## src/rtl/core/sse_pkg.sv

```systemverilog
package sse_pkg;

  localparam logic [7:0] CH_LF    = 8'h0A;
  localparam logic [7:0] CH_CR    = 8'h0D;
  localparam logic [7:0] CH_COLON = 8'h3A;
  localparam logic [7:0] CH_SPACE = 8'h20;
  localparam logic [7:0] CH_MINUS = 8'h2D;
  localparam logic [7:0] CH_ZERO  = 8'h30;
  localparam logic [7:0] CH_NINE  = 8'h39;

  localparam logic [30:0] RETRY_MAX = 31'h7FFF_FFFF;

  // Line phases.
  localparam logic [1:0] PH_START = 2'd0;
  localparam logic [1:0] PH_NAME  = 2'd1;
  localparam logic [1:0] PH_VALUE = 2'd2;
  localparam logic [1:0] PH_SKIP  = 2'd3;

  // Field kinds.
  localparam logic [2:0] FK_NONE  = 3'd0;
  localparam logic [2:0] FK_DATA  = 3'd1;
  localparam logic [2:0] FK_ID    = 3'd2;
  localparam logic [2:0] FK_EVENT = 3'd3;
  localparam logic [2:0] FK_RETRY = 3'd4;

  // Result kinds.
  localparam logic [2:0] K_DATA      = 3'd0;
  localparam logic [2:0] K_ID        = 3'd1;
  localparam logic [2:0] K_EVENT     = 3'd2;
  localparam logic [2:0] K_ID_CLR    = 3'd3;
  localparam logic [2:0] K_EVENT_CLR = 3'd4;
  localparam logic [2:0] K_RETRY     = 3'd5;
  localparam logic [2:0] K_DISPATCH  = 3'd6;
  localparam logic [2:0] K_DISCARD   = 3'd7;

  // Bit positions of the retry flags.
  localparam int RF_NEG   = 0;
  localparam int RF_DIGIT = 1;
  localparam int RF_BAD   = 2;
  localparam int RF_OVF   = 3;

  // Field names, zero padded to eight characters so a 3-bit position indexes them.
  localparam logic [7:0] NAME_TEXT [4][8] = '{
    '{8'h64, 8'h61, 8'h74, 8'h61, 8'h00, 8'h00, 8'h00, 8'h00},
    '{8'h69, 8'h64, 8'h00, 8'h00, 8'h00, 8'h00, 8'h00, 8'h00},
    '{8'h65, 8'h76, 8'h65, 8'h6E, 8'h74, 8'h00, 8'h00, 8'h00},
    '{8'h72, 8'h65, 8'h74, 8'h72, 8'h79, 8'h00, 8'h00, 8'h00}
  };
  localparam logic [2:0] NAME_LEN [4] = '{3'd4, 3'd2, 3'd5, 3'd5};

  typedef struct packed {
    logic       func;
    logic [7:0] in_byte;
  } sse_in_t;

  typedef struct packed {
    logic [2:0]  kind;
    logic [7:0]  out_byte;
    logic [30:0] retry_value;
    logic        last;
  } sse_out_t;

  typedef struct packed {
    logic [1:0]  phase;
    logic [3:0]  cand;
    logic [2:0]  pos;
    logic [2:0]  fkind;
    logic        vfirst;
    logic        has_field;
    logic        data_ne;
    logic [30:0] accum;
    logic [3:0]  flags;
  } sse_state_t;

  localparam sse_state_t STATE_RESET = '{
    phase: PH_START, cand: 4'hF, pos: 3'd0, fkind: FK_NONE, vfirst: 1'b0,
    has_field: 1'b0, data_ne: 1'b0, accum: 31'd0, flags: 4'd0
  };

  // Rule out every candidate name that cannot take byte b at position pos.
  function automatic logic [3:0] name_step(logic [3:0] cand, logic [2:0] pos,
                                           logic [7:0] b);
    logic [3:0] c;
    c = cand;
    for (int i = 0; i < 4; i++) begin
      if (cand[i] && ((pos >= NAME_LEN[i]) || (NAME_TEXT[i][pos] != b))) begin
        c[i] = 1'b0;
      end
    end
    return c;
  endfunction

  function automatic logic [2:0] name_resolve(logic [3:0] cand, logic [2:0] pos);
    logic [2:0] fk;
    fk = FK_NONE;
    for (int i = 3; i >= 0; i--) begin
      if (cand[i] && (pos == NAME_LEN[i])) begin
        fk = 3'(i + 1);
      end
    end
    return fk;
  endfunction

endpackage

```

## src/rtl/core/sse_feed.sv

```systemverilog
module sse_feed (
  input  sse_pkg::sse_state_t st_i,
  input  logic [7:0]          byte_i,
  output sse_pkg::sse_state_t st_o,
  output logic                res_vld_o,
  output sse_pkg::sse_out_t   res_o
);
  import sse_pkg::*;

  logic        is_digit;
  logic [3:0]  digit;
  logic [34:0] prod;
  logic        ovf;
  logic        close_ok;
  logic [2:0]  fk;

  assign is_digit = (byte_i >= CH_ZERO) && (byte_i <= CH_NINE);
  assign digit    = 4'(byte_i - CH_ZERO);
  // Ten times the accumulator plus the digit, as two shifts and two adds.
  assign prod     = {1'b0, st_i.accum, 3'b000} + {3'b000, st_i.accum, 1'b0}
                  + {31'd0, digit};
  assign ovf      = prod > {4'd0, RETRY_MAX};
  assign close_ok = st_i.flags[RF_DIGIT] && !st_i.flags[RF_BAD] && !st_i.flags[RF_OVF]
                 && (!st_i.flags[RF_NEG] || (st_i.accum == 31'd0));
  assign fk       = name_resolve(st_i.cand, st_i.pos);

  always_comb begin
    st_o      = st_i;
    res_vld_o = 1'b0;
    res_o     = '0;
    case (st_i.phase)
      PH_START: begin
        if (byte_i == CH_LF) begin
          if (st_i.has_field) begin
            res_vld_o       = 1'b1;
            res_o.kind      = K_DISPATCH;
            st_o.has_field  = 1'b0;
            st_o.data_ne    = 1'b0;
          end
        end else if (byte_i == CH_COLON) begin
          st_o.phase = PH_SKIP;
        end else begin
          st_o.cand  = name_step(4'hF, 3'd0, byte_i);
          st_o.pos   = 3'd1;
          st_o.phase = PH_NAME;
        end
      end
      PH_NAME: begin
        if ((byte_i == CH_COLON) || (byte_i == CH_LF)) begin
          st_o.fkind = fk;
          case (fk)
            FK_DATA: begin
              st_o.has_field = 1'b1;
              if (st_i.data_ne) begin
                res_vld_o      = 1'b1;
                res_o.kind     = K_DATA;
                res_o.out_byte = CH_LF;
              end
            end
            FK_ID: begin
              st_o.has_field = 1'b1;
              res_vld_o      = 1'b1;
              res_o.kind     = K_ID_CLR;
            end
            FK_EVENT: begin
              st_o.has_field = 1'b1;
              res_vld_o      = 1'b1;
              res_o.kind     = K_EVENT_CLR;
            end
            FK_RETRY: begin
              st_o.accum = 31'd0;
              st_o.flags = 4'd0;
            end
            default: begin
            end
          endcase
          // A retry line ending here has no digits, so it is always rejected.
          if (byte_i == CH_LF) begin
            st_o.fkind = FK_NONE;
            st_o.phase = PH_START;
          end else begin
            st_o.vfirst = 1'b1;
            st_o.phase  = (fk == FK_NONE) ? PH_SKIP : PH_VALUE;
          end
        end else begin
          st_o.cand = name_step(st_i.cand, st_i.pos, byte_i);
          if (st_i.pos != 3'd7) begin
            st_o.pos = st_i.pos + 3'd1;
          end
        end
      end
      PH_VALUE: begin
        st_o.vfirst = 1'b0;
        if (byte_i == CH_LF) begin
          if ((st_i.fkind == FK_RETRY) && close_ok) begin
            st_o.has_field    = 1'b1;
            res_vld_o         = 1'b1;
            res_o.kind        = K_RETRY;
            res_o.retry_value = st_i.accum;
          end
          st_o.fkind = FK_NONE;
          st_o.phase = PH_START;
        end else if (!(st_i.vfirst && (byte_i == CH_SPACE))) begin
          case (st_i.fkind)
            FK_DATA: begin
              st_o.data_ne   = 1'b1;
              res_vld_o      = 1'b1;
              res_o.kind     = K_DATA;
              res_o.out_byte = byte_i;
            end
            FK_ID: begin
              res_vld_o      = 1'b1;
              res_o.kind     = K_ID;
              res_o.out_byte = byte_i;
            end
            FK_EVENT: begin
              res_vld_o      = 1'b1;
              res_o.kind     = K_EVENT;
              res_o.out_byte = byte_i;
            end
            FK_RETRY: begin
              if ((byte_i == CH_MINUS) && !st_i.flags[RF_NEG] && !st_i.flags[RF_DIGIT]) begin
                st_o.flags[RF_NEG] = 1'b1;
              end else if (is_digit) begin
                st_o.flags[RF_DIGIT] = 1'b1;
                if (!st_i.flags[RF_OVF]) begin
                  if (ovf) begin
                    st_o.flags[RF_OVF] = 1'b1;
                  end else begin
                    st_o.accum = prod[30:0];
                  end
                end
              end else begin
                st_o.flags[RF_BAD] = 1'b1;
              end
            end
            default: begin
            end
          endcase
        end
      end
      default: begin
        if (byte_i == CH_LF) begin
          st_o.phase = PH_START;
        end
      end
    endcase
  end

endmodule

```

## src/rtl/core/sse_out_buf.sv

```systemverilog
module sse_out_buf (
  input  logic              clk_i,
  input  logic              rst_ni,
  input  logic              load_i,
  input  logic [1:0]        load_cnt_i,
  input  sse_pkg::sse_out_t res_a_i,
  input  sse_pkg::sse_out_t res_b_i,
  output logic              space_o,
  output logic              out_valid_o,
  input  logic              out_stall_i,
  output sse_pkg::sse_out_t out_data_o
);
  import sse_pkg::*;

  sse_out_t   slot_q [2];
  sse_out_t   slot_d [2];
  logic [1:0] cnt_q, cnt_d;
  logic       pop;

  assign pop         = (cnt_q != 2'd0) && !out_stall_i;
  assign space_o     = (cnt_q == 2'd0) || ((cnt_q == 2'd1) && pop);
  assign out_valid_o = cnt_q != 2'd0;
  assign out_data_o  = slot_q[0];

  always_comb begin
    slot_d[0] = slot_q[0];
    slot_d[1] = slot_q[1];
    cnt_d     = cnt_q;
    if (load_i && space_o) begin
      slot_d[0] = res_a_i;
      slot_d[1] = res_b_i;
      cnt_d     = load_cnt_i;
    end else if (pop) begin
      slot_d[0] = slot_q[1];
      cnt_d     = cnt_q - 2'd1;
    end
  end

  always_ff @(posedge clk_i or negedge rst_ni) begin
    if (!rst_ni) begin
      cnt_q <= 2'd0;
    end else begin
      cnt_q <= cnt_d;
    end
  end

  always_ff @(posedge clk_i) begin
    slot_q[0] <= slot_d[0];
    slot_q[1] <= slot_d[1];
  end

  a_cnt_max: assert property (@(posedge clk_i) disable iff (!rst_ni)
    cnt_q != 2'd3)
    else $error("result buffer holds more than two requests");

  a_pair_order: assert property (@(posedge clk_i) disable iff (!rst_ni)
    cnt_q == 2'd2 |-> !slot_q[0].last && slot_q[1].last)
    else $error("first of a result pair is marked last or second is not");

  a_out_hold: assert property (@(posedge clk_i) disable iff (!rst_ni)
    out_valid_o && out_stall_i |=> out_valid_o && $stable(out_data_o))
    else $error("stalled result request changed or was dropped");

endmodule

```

## src/rtl/core/sse_event_stream_parser_core.sv

```systemverilog
// Channel | Handshake                 | Payload
// input   | in_valid_i / in_stall_o   | in_data_i, sse_in_t: func, in_byte
// output  | out_valid_o / out_stall_i | out_data_o, sse_out_t: kind, out_byte, retry_value, last
//
// One byte is accepted per cycle while in_stall_o is low. A byte that completes a held CR as
// something other than a line end can produce two results, and the two-entry result buffer
// then holds both and presents them one after the other. A result passes through the input
// register and then the result buffer before it can be taken.
// Reset clears the parser state, the held CR and both handshake stages.
// A stalled output backs up through the result buffer into the input register.
module sse_event_stream_parser_core (
  input  logic              clk_i,
  input  logic              rst_ni,
  input  logic              in_valid_i,
  output logic              in_stall_o,
  input  sse_pkg::sse_in_t  in_data_i,
  output logic              out_valid_o,
  input  logic              out_stall_i,
  output sse_pkg::sse_out_t out_data_o
);
  import sse_pkg::*;

  logic       in_vld_q;
  sse_in_t    in_q;
  sse_state_t st_q, st_d;
  logic       cr_held_q, cr_held_d;

  logic       en0, en1;
  sse_state_t st0, st1, st_mid;
  logic       vld0, vld1;
  sse_out_t   res0, res1;
  sse_out_t   res_a, res_b;
  logic [1:0] n_res;
  logic       space;
  logic       advance;
  logic       accept;

  // The held CR is replayed as an ordinary byte unless this byte is the LF it belongs to.
  assign en0 = !in_q.func && cr_held_q && (in_q.in_byte != CH_LF);
  assign en1 = !in_q.func && (in_q.in_byte != CH_CR);

  sse_feed u_feed_cr (
    .st_i      (st_q),
    .byte_i    (CH_CR),
    .st_o      (st0),
    .res_vld_o (vld0),
    .res_o     (res0)
  );

  assign st_mid = en0 ? st0 : st_q;

  sse_feed u_feed_byte (
    .st_i      (st_mid),
    .byte_i    (in_q.in_byte),
    .st_o      (st1),
    .res_vld_o (vld1),
    .res_o     (res1)
  );

  always_comb begin
    res_a = '0;
    res_b = '0;
    n_res = 2'd0;
    if (in_q.func) begin
      st_d       = STATE_RESET;
      cr_held_d  = 1'b0;
      res_a.kind = K_DISCARD;
      res_a.last = 1'b1;
      n_res      = 2'd1;
    end else begin
      st_d      = en1 ? st1 : st_mid;
      cr_held_d = in_q.in_byte == CH_CR;
      if (en0 && vld0 && en1 && vld1) begin
        res_a      = res0;
        res_b      = res1;
        res_b.last = 1'b1;
        n_res      = 2'd2;
      end else if (en0 && vld0) begin
        res_a      = res0;
        res_a.last = 1'b1;
        n_res      = 2'd1;
      end else if (en1 && vld1) begin
        res_a      = res1;
        res_a.last = 1'b1;
        n_res      = 2'd1;
      end
    end
  end

  assign advance    = in_vld_q && ((n_res == 2'd0) || space);
  assign in_stall_o = in_vld_q && !advance;
  assign accept     = in_valid_i && !in_stall_o;

  sse_out_buf u_out_buf (
    .clk_i       (clk_i),
    .rst_ni      (rst_ni),
    .load_i      (advance && (n_res != 2'd0)),
    .load_cnt_i  (n_res),
    .res_a_i     (res_a),
    .res_b_i     (res_b),
    .space_o     (space),
    .out_valid_o (out_valid_o),
    .out_stall_i (out_stall_i),
    .out_data_o  (out_data_o)
  );

  always_ff @(posedge clk_i or negedge rst_ni) begin
    if (!rst_ni) begin
      in_vld_q  <= 1'b0;
      st_q      <= STATE_RESET;
      cr_held_q <= 1'b0;
    end else begin
      if (accept) begin
        in_vld_q <= 1'b1;
      end else if (advance) begin
        in_vld_q <= 1'b0;
      end
      if (advance) begin
        st_q      <= st_d;
        cr_held_q <= cr_held_d;
      end
    end
  end

  always_ff @(posedge clk_i) begin
    if (accept) begin
      in_q <= in_data_i;
    end
  end

  a_restart_clears: assert property (@(posedge clk_i) disable iff (!rst_ni)
    advance && in_q.func |=> !cr_held_q && (st_q.phase == PH_START) && !st_q.has_field)
    else $error("restart request did not clear the parser state");

  a_cr_held: assert property (@(posedge clk_i) disable iff (!rst_ni)
    advance && !in_q.func && (in_q.in_byte == CH_CR) |=> cr_held_q)
    else $error("CR request was not held");

  a_data_implies_field: assert property (@(posedge clk_i) disable iff (!rst_ni)
    st_q.data_ne |-> st_q.has_field)
    else $error("event data present without a field seen");

endmodule
```

## config.mk

```make
export PLATFORM = sky130hd
export DESIGN_NAME = sse_event_stream_parser_core
export DESIGN_NICKNAME = d
export VERILOG_FILES = /design/src/rtl/core/sse_pkg.sv /design/src/rtl/core/sse_feed.sv /design/src/rtl/core/sse_out_buf.sv /design/src/rtl/core/sse_event_stream_parser_core.sv
export SDC_FILE = /design/constraint.sdc
export NUM_CORES = 1
export LEC_CHECK = 0
export BUFFER_PORTS_ARGS = -buffer_cell sky130_fd_sc_hd__buf_2
export CAP_MARGIN = 20
export CORE_MARGIN = 2
export CORE_UTILIZATION = 55
export CTS_CLUSTER_SIZE = 8
export DETAILED_ROUTE_END_ITERATION = 8
export HOLD_SLACK_MARGIN = 0.02
export PLACE_DENSITY = 0.76
export SLEW_MARGIN = 20
export SYNTH_ARGS = -nofsm -noshare
export SYNTH_HDL_FRONTEND = slang
export SYNTH_SLANG_ARGS = --single-unit
```

## constraint.sdc

```tcl
create_clock -name clk_i -period 5.15 [get_ports clk_i]
set_clock_uncertainty 0.15 [all_clocks]
set_input_delay 1.03 -clock clk_i [delete_from_list [all_inputs] [get_ports clk_i]]
set_output_delay 1.03 -clock clk_i [all_outputs]
set_load 0.005 [all_outputs]
```

# Word-level counts from Yosys, hierarchy flattened
# Memory sizes are Yosys's and may differ from the RTL's.
# Cells that the tools add are included.
dict set report totals {
  output_inout_bits 45
  latch_bits 0
  mem_bits_ro 512
  ff_bits 63
  word_cells 286
  mem_bits_rw 86
  n_memories 9
  input_bits 13
}
dict set report op_classes {
  eq_ne 41
  mul 0
  n_bitwise 2
  n_shift 0
  addsub 6
  n_lt_le_gt_ge 11
  reduce_logical 68
  mux 135
  n_div 0
}
# name words width rd rd_clocked_by_memory_dff write_ports line
set memory_table {}
lappend memory_table {u_out_buf.slot_q 2 43 2 0 2 sse_out_buf.sv:15} ;# sse_out_t slot_q [2];
lappend memory_table {{(name not given)} 8 8 1 0 0 sse_pkg.sv:86} ;# if (cand[i] && ((pos >= NAME_LEN[i]) || (NAME_TEXT[i][pos] != b))) begin
lappend memory_table {{(name not given)} 8 8 1 0 0 sse_pkg.sv:86}
lappend memory_table {{(name not given)} 8 8 1 0 0 sse_pkg.sv:86}
lappend memory_table {{(name not given)} 8 8 1 0 0 sse_pkg.sv:86}
lappend memory_table {{(name not given)} 8 8 1 0 0 sse_pkg.sv:86}
lappend memory_table {{+3 memories} - - - - - -}
# cell n
set ops {}
lappend ops {{$mux W43} 8}
lappend ops {{$mux W8} 19}
lappend ops {{$mux W50} 3}
lappend ops {{$mux W31} 4}
lappend ops {{$mux W35} 3}
lappend ops {{$mux W36} 2}
lappend ops {{$pmux W35 S2} 1}
lappend ops {{$mux W32} 2}
lappend ops {{$pmux W10 S3} 2}
lappend ops {{$mux W11} 5}
lappend ops {{$ne A8 B4 Y1 const B} 6}
lappend ops {{$mux W3} 15}
lappend ops {{$mux W1} 41}
lappend ops {{$mux W39} 1}
lappend ops {{$add A34 B32 Y35} 1}
lappend ops {{$add A35 B4 Y35} 1}
lappend ops {{$gt A35 B31 Y1 const B} 1}
lappend ops {{$logic_and A1 B1 Y1} 34}
lappend ops {{$mux W34} 1}
lappend ops {{$ne A7 B8 Y1 const A} 4}
lappend ops {{$ne A8 B8 Y1} 4}
lappend ops {{$logic_not A31 Y1} 1}
lappend ops {{$pmux W7 S2} 2}
lappend ops {{$eq A8 B6 Y1 const B} 3}
lappend ops {{other kinds (34)} 99}

# Logic depth before layout (Yosys ltp)
# Gate-level depths: netlist of run 1.
dict set report depth {
  ltp_word 34
  ltp_mapped 20
  depth_no_buf 17
}

# Cells and area by module
# From an unflattened synthesis of run 1, not the netlist that was laid out.
dict set report hier_totals {
  hier_cells 1777
  area_unflattened_um2 15860.2
}
# module seq_area_each_um2 n_inst cells_per_inst area_each_um2
set by_module_without_submodules {}
lappend by_module_without_submodules {{sse_feed (u_feed_cr)} 0.0 1 600 4149.0}
lappend by_module_without_submodules {sse_event_stream_parser_core 1576.5 1 390 4073.9}
lappend by_module_without_submodules {{sse_feed (u_feed_byte)} 0.0 1 594 4023.9}
lappend by_module_without_submodules {sse_out_buf 2632.5 1 193 3613.5}

# Worst setup path before layout of run 1
# OpenSTA, ideal clock, no wires.
dict set report synth_timing {
  kind {register to register}
  from {reg in_q[5] (netlist name)}
  to {mem u_out_buf.slot_q[0][0] in the netlist's numbering, enable pin}
  period_less_slack_ns 5.697
  required_ns 4.209
  arrival_ns 4.755
  n_path_buf 5
  setup_ns 0.791
  setup_slack_ns -0.547
  path_stages_with_launch 19
  cell_sequence {edfxtp_1 > buf_4 > nor4_4 > a21boi_2 > clkbuf_1 > o211ai_1 > inv_1 > ha_1 > clkbuf_1 > nand2_1 > a211o_1 > o211ai_1 > a32oi_1 > and3_4 > o21ai_1 > nand2_1 > buf_2 > buf_2 > o21ai_0}
}
# item line
set synth_lines {}
lappend synth_lines {{end, declared} sse_out_buf.sv:15}

# Worst setup path in the final report of run 1
dict set report layout_timing {
  from {reg in_q[3] in the netlist's numbering}
  to {out in_stall_o}
}
dict set report layout_via {
  elab_chain_len 24
  elab_cells_between_ends 56
  cone_classes {eq/ne: 13; mux: 17; reduce/logical: 26}
}
# item line
set layout_lines {}
lappend layout_lines {{start, declared} sse_event_stream_parser_core.sv:24} ;# sse_in_t in_q;
lappend layout_lines {{start signal, assigned} sse_event_stream_parser_core.sv:127} ;# in_q <= in_data_i;
lappend layout_lines {{$ne A8 B4 Y1} sse_event_stream_parser_core.sv:39} ;# assign en0 = !in_q.func && cr_held_q && (in_q.in_byte != CH_LF);
lappend layout_lines {{$logic_and A1 B1 Y1} sse_event_stream_parser_core.sv:39}
lappend layout_lines {{$mux W50} sse_event_stream_parser_core.sv:50} ;# assign st_mid = en0 ? st0 : st_q;
lappend layout_lines {{$eq A3 B3 Y1} sse_pkg.sv:97} ;# if (cand[i] && (pos == NAME_LEN[i])) begin
lappend layout_lines {{$logic_and A1 B1 Y1} sse_pkg.sv:97}
lappend layout_lines {{$mux W3 (4 in series)} sse_pkg.sv:97}
lappend layout_lines {{$eq A3 B2 Y1} sse_feed.sv:51} ;# case (fk)
lappend layout_lines {{$reduce_or A2 Y1 (no source line)} -}
lappend layout_lines {{(+5 left out)} -}
lappend layout_lines {{$mux W2} sse_event_stream_parser_core.sv:78} ;# end else if (en0 && vld0) begin
lappend layout_lines {{$mux W2 *} sse_event_stream_parser_core.sv:73} ;# if (en0 && vld0 && en1 && vld1) begin
lappend layout_lines {{$mux W2 *} sse_event_stream_parser_core.sv:64} ;# if (in_q.func) begin
lappend layout_lines {{$logic_not A2 Y1 *} sse_event_stream_parser_core.sv:90} ;# assign advance = in_vld_q && ((n_res == 2'd0) || space);
lappend layout_lines {{$logic_or A1 B1 Y1 *} sse_event_stream_parser_core.sv:90}
lappend layout_lines {{$logic_and A1 B1 Y1 *} sse_event_stream_parser_core.sv:90}
lappend layout_lines {{$logic_not A1 Y1 *} sse_event_stream_parser_core.sv:91} ;# assign in_stall_o = in_vld_q && !advance;
lappend layout_lines {{$logic_and A1 B1 Y1 *} sse_event_stream_parser_core.sv:91}
lappend layout_lines {{end, declared} sse_event_stream_parser_core.sv:15} ;# output logic in_stall_o,
# Mark *: on every way between the ends. The rest lies on a longest branch, timed or not.

==> metrics.cfg, run 1 <==
[cts]
htree_levels=4
clk_pin_slew_ns=0.07
clk_latency_ns=0.42
cts_buffer_depth=2
cts_inserted_buffers=17
cts.sinks=149
cts-root-buf=clkbuf_16
hold_buffers=0
cts_tree=yes

[setup_path]
end_kind=output pin
critPathLaunch=in_q[3]
path_class=register to output pin
required_ns=3.97
slowest_stage=or4bb_4
path_cells=buf_4, or4bb_4, o2111ai_1, o211ai_1, inv_1, ha_2, nand2_1, a211o_1, o211ai_1, a32oi_1, and3_4, o21ai_1, nand3_1, inv_1, buf_2
cp.arrival_ns=3.65
startpoint_type=register
reg2reg_from=in_q[3]
cp_max_fo=11
slowest_delay_ns=0.60

[timing]
rsz0062_at_grt=false
period_minus_slack_ns=4.83
timing.setup.tns_ns=0
fmax_mhz=207
period_share=0.938
layout_setup_ws_ns=0.320
hold_violations=0
drv_slew=0
slew_headroom=0.321
finalSetupViolCount=0
tightest_slew_ns=1.02

[global_route]
grt_max_degree=77
grt_pass1_wl_um=41500
grt_pass1_vias=7788
grt-ovfl-total=0
grt_usage=0.266
antenna_found_initial=0

[cells_and_area]
nets=1171
antennaDiodeCount=0
syn2layout_area_growth_pct=10.5
layout-drive-gt1-share=0.166
fill_cells=1490

[routing]
wl_per_cell_um=19.0
drt-vias-per-instance=6.13
drc=0
first_iter_violations=914
via_count=8142
first_pass_iters=7
routed_wl_um=25200
antenna_left=0

[pwr]
p_leak_nw=4.81
pwr_density_cell_nw_per_um2=364
total_power_mw=4.04
ir_drop_uv=416

[floorplanning]
io_pins=58
coreArea_um2=18000
die_area_um2=19400
die_h_um=139
num_rows=49
initial_core_util=0.560
die-width_um=139

[placement]
dpl.hpwl_um=18300
io_buffers=57
gp_congestion=0.962
pre_cts_ws_ns=0.609

[worst_hold_path]
hold_path_class=register to register
min_from=u_out_buf.slot_q[0][47]

[outcome]
outcome=finished clean

[synth]
synth_cells=1036
post-synth-top-area-cell=edfxtp_1
synthTopCellsByArea=edfxtp_1, dfrtp_1, ha_1, nand2_1, o21ai_0
avgSynthCellArea_um2=9.72
synth-edff-count=95
synth_area_um2=10100
seq_area_frac_synth=0.418
ys_warn_count=0
synth_top_flop_cell=edfxtp_1
synth.distinct_cells=91
ys_seq_elements=149
synthArstFlopShare=0.362
yosys.area.top_type_share=0.283

[flow_run]
cap_violations=0

flip-flops by register name, summed over array words and instances (netlist names):
register          flops
in_vld_q              1
u_out_buf.slot_q     86
cr_held_q             1
u_out_buf.cnt_q       2
st_q                 50
in_q                  9
per-layer routing:
layer,track usage,vias to the layer above,wire (um)
met5,0,-,0
met1,0.396,3879,11500
met4,0.0728,0,492
li1,-,3858,-
met2,0.401,360,11200
met3,0.0475,45,2040
critical path, delay by kind of cell (launching register included):
family / cells / cell delay, ns
AO/OA/AOI/OAI: 6 / 1.01
adder cells (fa/ha/maj): 1 / 0.27
buffers and inverters: 4 / 0.55
flip-flops: 1 / 0.35
AND/OR/NAND/NOR: 4 / 1.05
cell usage after synthesis, drive strengths merged, types with 6 or more instances:
library cell,n
ha,69
nand2,133
nand4,15
o21a,7
clkbuf,26
mux2i,7
a22o,7
buf,62
nor4,20
o21ai,82
a21o,14
nand2b,9
and3,9
nor2b,6
nand3b,7
dfrtp,50
edfxtp,95
xor2,13
nor3,27
a21boi,7
a21oi,59
xnor2,12
o211ai,14
and2,7
o31ai,7
nor2,80
mux2,29
a31oi,13
a211oi,9
nand3,30
inv,35
per-stage QoR:
stage | hold slack, ns | instance area [um^2] | cells | util
detailed placement | 0.354 | 10500 | 1293 | 0.583
floorplan | 0.327 | 10200 | 1067 | -
CTS | 0.367 | 11100 | 1325 | 0.617
finish | 0.363 | 11100 | 1329 | 0.619
global placement | 0.343 | 10500 | 1293 | 0.583
global route | 0.385 | 11100 | 1329 | 0.619
worst paths after layout:
path                                           to  cells past startpoint  slack, ns
min                        u_out_buf.slot_q[0][4]                      2       0.36
max reg2reg                               st_q[8]                     14       0.61
max                                    in_stall_o                     15       0.32
min in group asynchronous                st_q[19]                      2       0.61
min reg2reg                u_out_buf.slot_q[0][4]                      2       0.36
max in group asynchronous                 st_q[2]                      2       3.73
cells by family after synthesis:
| group | synth area share |
|---|---|
| xor gates and xnor gates | 0.0218 |
| buffers and inverters | 0.0675 |
| DFF | 0.418 |
| adders and majority gates | 0.0897 |
| AOI/OAI and AO/OA | 0.167 |
| other | 0.000373 |
| and+or+nand+nor | 0.187 |
| muxes | 0.0487 |
layout by cell type, fill, tap and decap left out, types with 25 or more instances in the layout:
cell | synthesis | layout
nor3_1 | 26 | 26
conb_1 | 1 | 32
buf_2 | 12 | 57
nand3_1 | 30 | 30
nand2_1 | 131 | 130
dfrtp_1 | 50 | 50
nor2_1 | 76 | 75
inv_1 | 34 | 34
o21ai_0 | 77 | 76
a21oi_1 | 57 | 57
mux2_4 | 25 | 25
edfxtp_1 | 95 | 95
ha_1 | 69 | 68
buf_4 | 45 | 29
power breakdown:
| part | internal (mW) | leakage [nW] | switching [mW] | total (mW) |
|---|---|---|---|---|
| Sequential | 1.57 | 1.63 | 0.113 | 1.68 |
| Clock | 0.736 | 0.296 | 0.550 | 1.29 |
| Combinational | 0.403 | 2.88 | 0.675 | 1.08 |
cell type report:
type,count,area [um^2],area share
Clock inverter,15,183,0.0164
Tap cell,229,287,0.0258
Inverter,35,131,0.0118
Sequential cell,149,4210,0.379
Clock buffer,17,425,0.0383
Timing Repair Buffer,89,563,0.0506
Multi-Input combinational cell,795,5320,0.479
repair_timing:
item,4_1_cts,5_1_grt
resized for setup,0,3
buffers inserted,0,4
endpoints found under the setup margin,0,1
Note: power is estimated with default switching activity, not from simulation.
==> run 2, diff against run 1 <==
--- a/config.mk
+++ b/config.mk
@@ -9,10 +9,12 @@
 export CAP_MARGIN = 20
 export CORE_MARGIN = 2
 export CORE_UTILIZATION = 55
+export CTS_BUF_LIST = sky130_fd_sc_hd__clkbuf_4 sky130_fd_sc_hd__clkbuf_8 sky130_fd_sc_hd__clkbuf_16
 export CTS_CLUSTER_SIZE = 8
 export DETAILED_ROUTE_END_ITERATION = 8
 export HOLD_SLACK_MARGIN = 0.02
 export PLACE_DENSITY = 0.76
+export SETUP_SLACK_MARGIN = 0.5
 export SLEW_MARGIN = 20
 export SYNTH_ARGS = -nofsm -noshare
 export SYNTH_HDL_FRONTEND = slang
==> metrics.cfg, run 2 (synthesis gave the netlist of run 1 again) <==
[outcome]
outcome=finished clean

[pwr]
ir_drop_uv=418
total_power_mw=4.09
pwr_density_cell_nw_per_um2=362
p_leak_nw=4.90

[timing]
tightest_slew_ns=0.848
fmax_mhz=224
finalSetupViolCount=0
hold_violations=0
fin_hold_ws_ns=0.365
period_minus_slack_ns=4.46
timing.setup.tns_ns=0
period_share=0.867
rsz0062_at_grt=true
slew_headroom=0.432
drv_slew=0

[global_route]
grt_pass1_wl_um=41700
grt_max_degree=77
grt_usage=0.268
antenna_found_initial=0
grt_pass1_vias=7842
grt-ovfl-total=0

[routing]
first_pass_iters=7
drc=0
routed_wl_um=25500
drt-vias-per-instance=6.15
via_count=8253
antenna_left=0
wl_per_cell_um=19.0
first_iter_violations=947

[floorplanning]
die_area_um2=19400
die-width_um=139
num_rows=49
coreArea_um2=18000
io_pins=58
die_h_um=139
initial_core_util=0.560

[setup_path]
slowest_delay_ns=0.46
required_ns=3.97
critPathBufInv=4
end_kind=output pin
r2r_slack_ns=0.86
startpoint_type=register
cp.arrival_ns=3.28
critical-path-top-delay-family=compound AO/OA/AOI/OAI gates
path_cells=buf_6, nor4bb_4, a21boi_2, o211ai_1, buf_4, ha_1, nand3b_1, o211ai_1, a32oi_1, and3_4, o21ai_4, nand3_2, inv_1, buf_2
slowest_stage=edfxtp_1
cp_max_fo=6
path_class=register to output pin
path_common_cell=o211ai_1

[cells_and_area]
fill_cells=1478
syn2layout_area_growth_pct=12.1
layout-drive-gt1-share=0.181
largestRegisters=u_out_buf.slot_q (86), st_q (50), in_q (9)
final_core_util=0.628
antennaDiodeCount=0
final_cell_mix=nand2_1, edfxtp_1, o21ai_0, nor2_1, ha_1
top_register=u_out_buf.slot_q
layout_commonest_cell=nand2_1
largest_reg_flops=86
nets=1184

[cts]
cts_tree=yes
cts-root-buf=clkbuf_16
hold_buffers=0
cts_inserted_buffers=17
cts_buffer_depth=2
clk_latency_ns=0.42
cts.sinks=149
clk_pin_slew_ns=0.06
htree_levels=4

[flow_run]
cap_violations=0

[worst_hold_path]
hold_path_class=register to register

[placement]
io_buffers=57
gp_congestion=0.962
dpl.hpwl_um=18300

run 2: cell count changes in the layout (fill, tap and decap cells not counted), sizes merged:
cell,change
buf,+13
run 2: cell type report:
cell class / instances / area [um^2] / share of cell area
multi-input cells: 795 / 5370 / 0.476
flip-flops and latches: 149 / 4210 / 0.373
repair buffers: 102 / 672 / 0.0596
clock buffers: 17 / 425 / 0.0377
well taps: 229 / 287 / 0.0254
clock inverters: 15 / 183 / 0.0162
inverters: 35 / 131 / 0.0116
run 2: report_power, final:
part           switching [mW]  total (mW)  internal, mW
sequential              0.112        1.68          1.57
clock                   0.548        1.28         0.736
combinational           0.692        1.12         0.430
run 2: stage by stage:
step / cells / setup WS, ns / cell area [um^2]
floorplan: 1067 / 0.562 / 10200
global placement: 1293 / 0.706 / 10500
detailed placement: 1293 / 0.609 / 10500
CTS: 1332 / 0.548 / 11200
global route: 1342 / 0.471 / 11300
finish: 1342 / 0.686 / 11300
run 2: layer usage:
metal / global-route usage / vias to the layer above / wire [um]
li1: - / 3890 / -
met4: 0.0771 / 0 / 450
met2: 0.400 / 349 / 11500
met3: 0.0489 / 36 / 2010
met5: 0 / - / 0
met1: 0.400 / 3978 / 11600
run 2: worst min-delay path: stages (launching register included):
cell      delay (ns)
edfxtp_1        0.32
nand2_1         0.04
nand2_1         0.05
run 2: final timing paths:
path | to | startpoint | depth (start not counted)
setup / recovery | in_stall_o | in_q[2] | 14
hold / removal | u_out_buf.slot_q[0][4] | u_out_buf.slot_q[0][47] | 2
setup reg to reg | st_q[26] | in_q[1] | 15
hold reg to reg | u_out_buf.slot_q[0][4] | u_out_buf.slot_q[0][47] | 2
max in group asynchronous | cr_held_q | rst_ni | 2
min in group asynchronous | st_q[19] | rst_ni | 2
run 2: timing repair:
item | in CTS | in global routing
pin swaps | 3 | 8
endpoints found under the setup margin | 1 | 20
endpoints found under the hold margin | 0 | 0
setup buffers | 7 | 10
gates resized for setup | 7 | 8
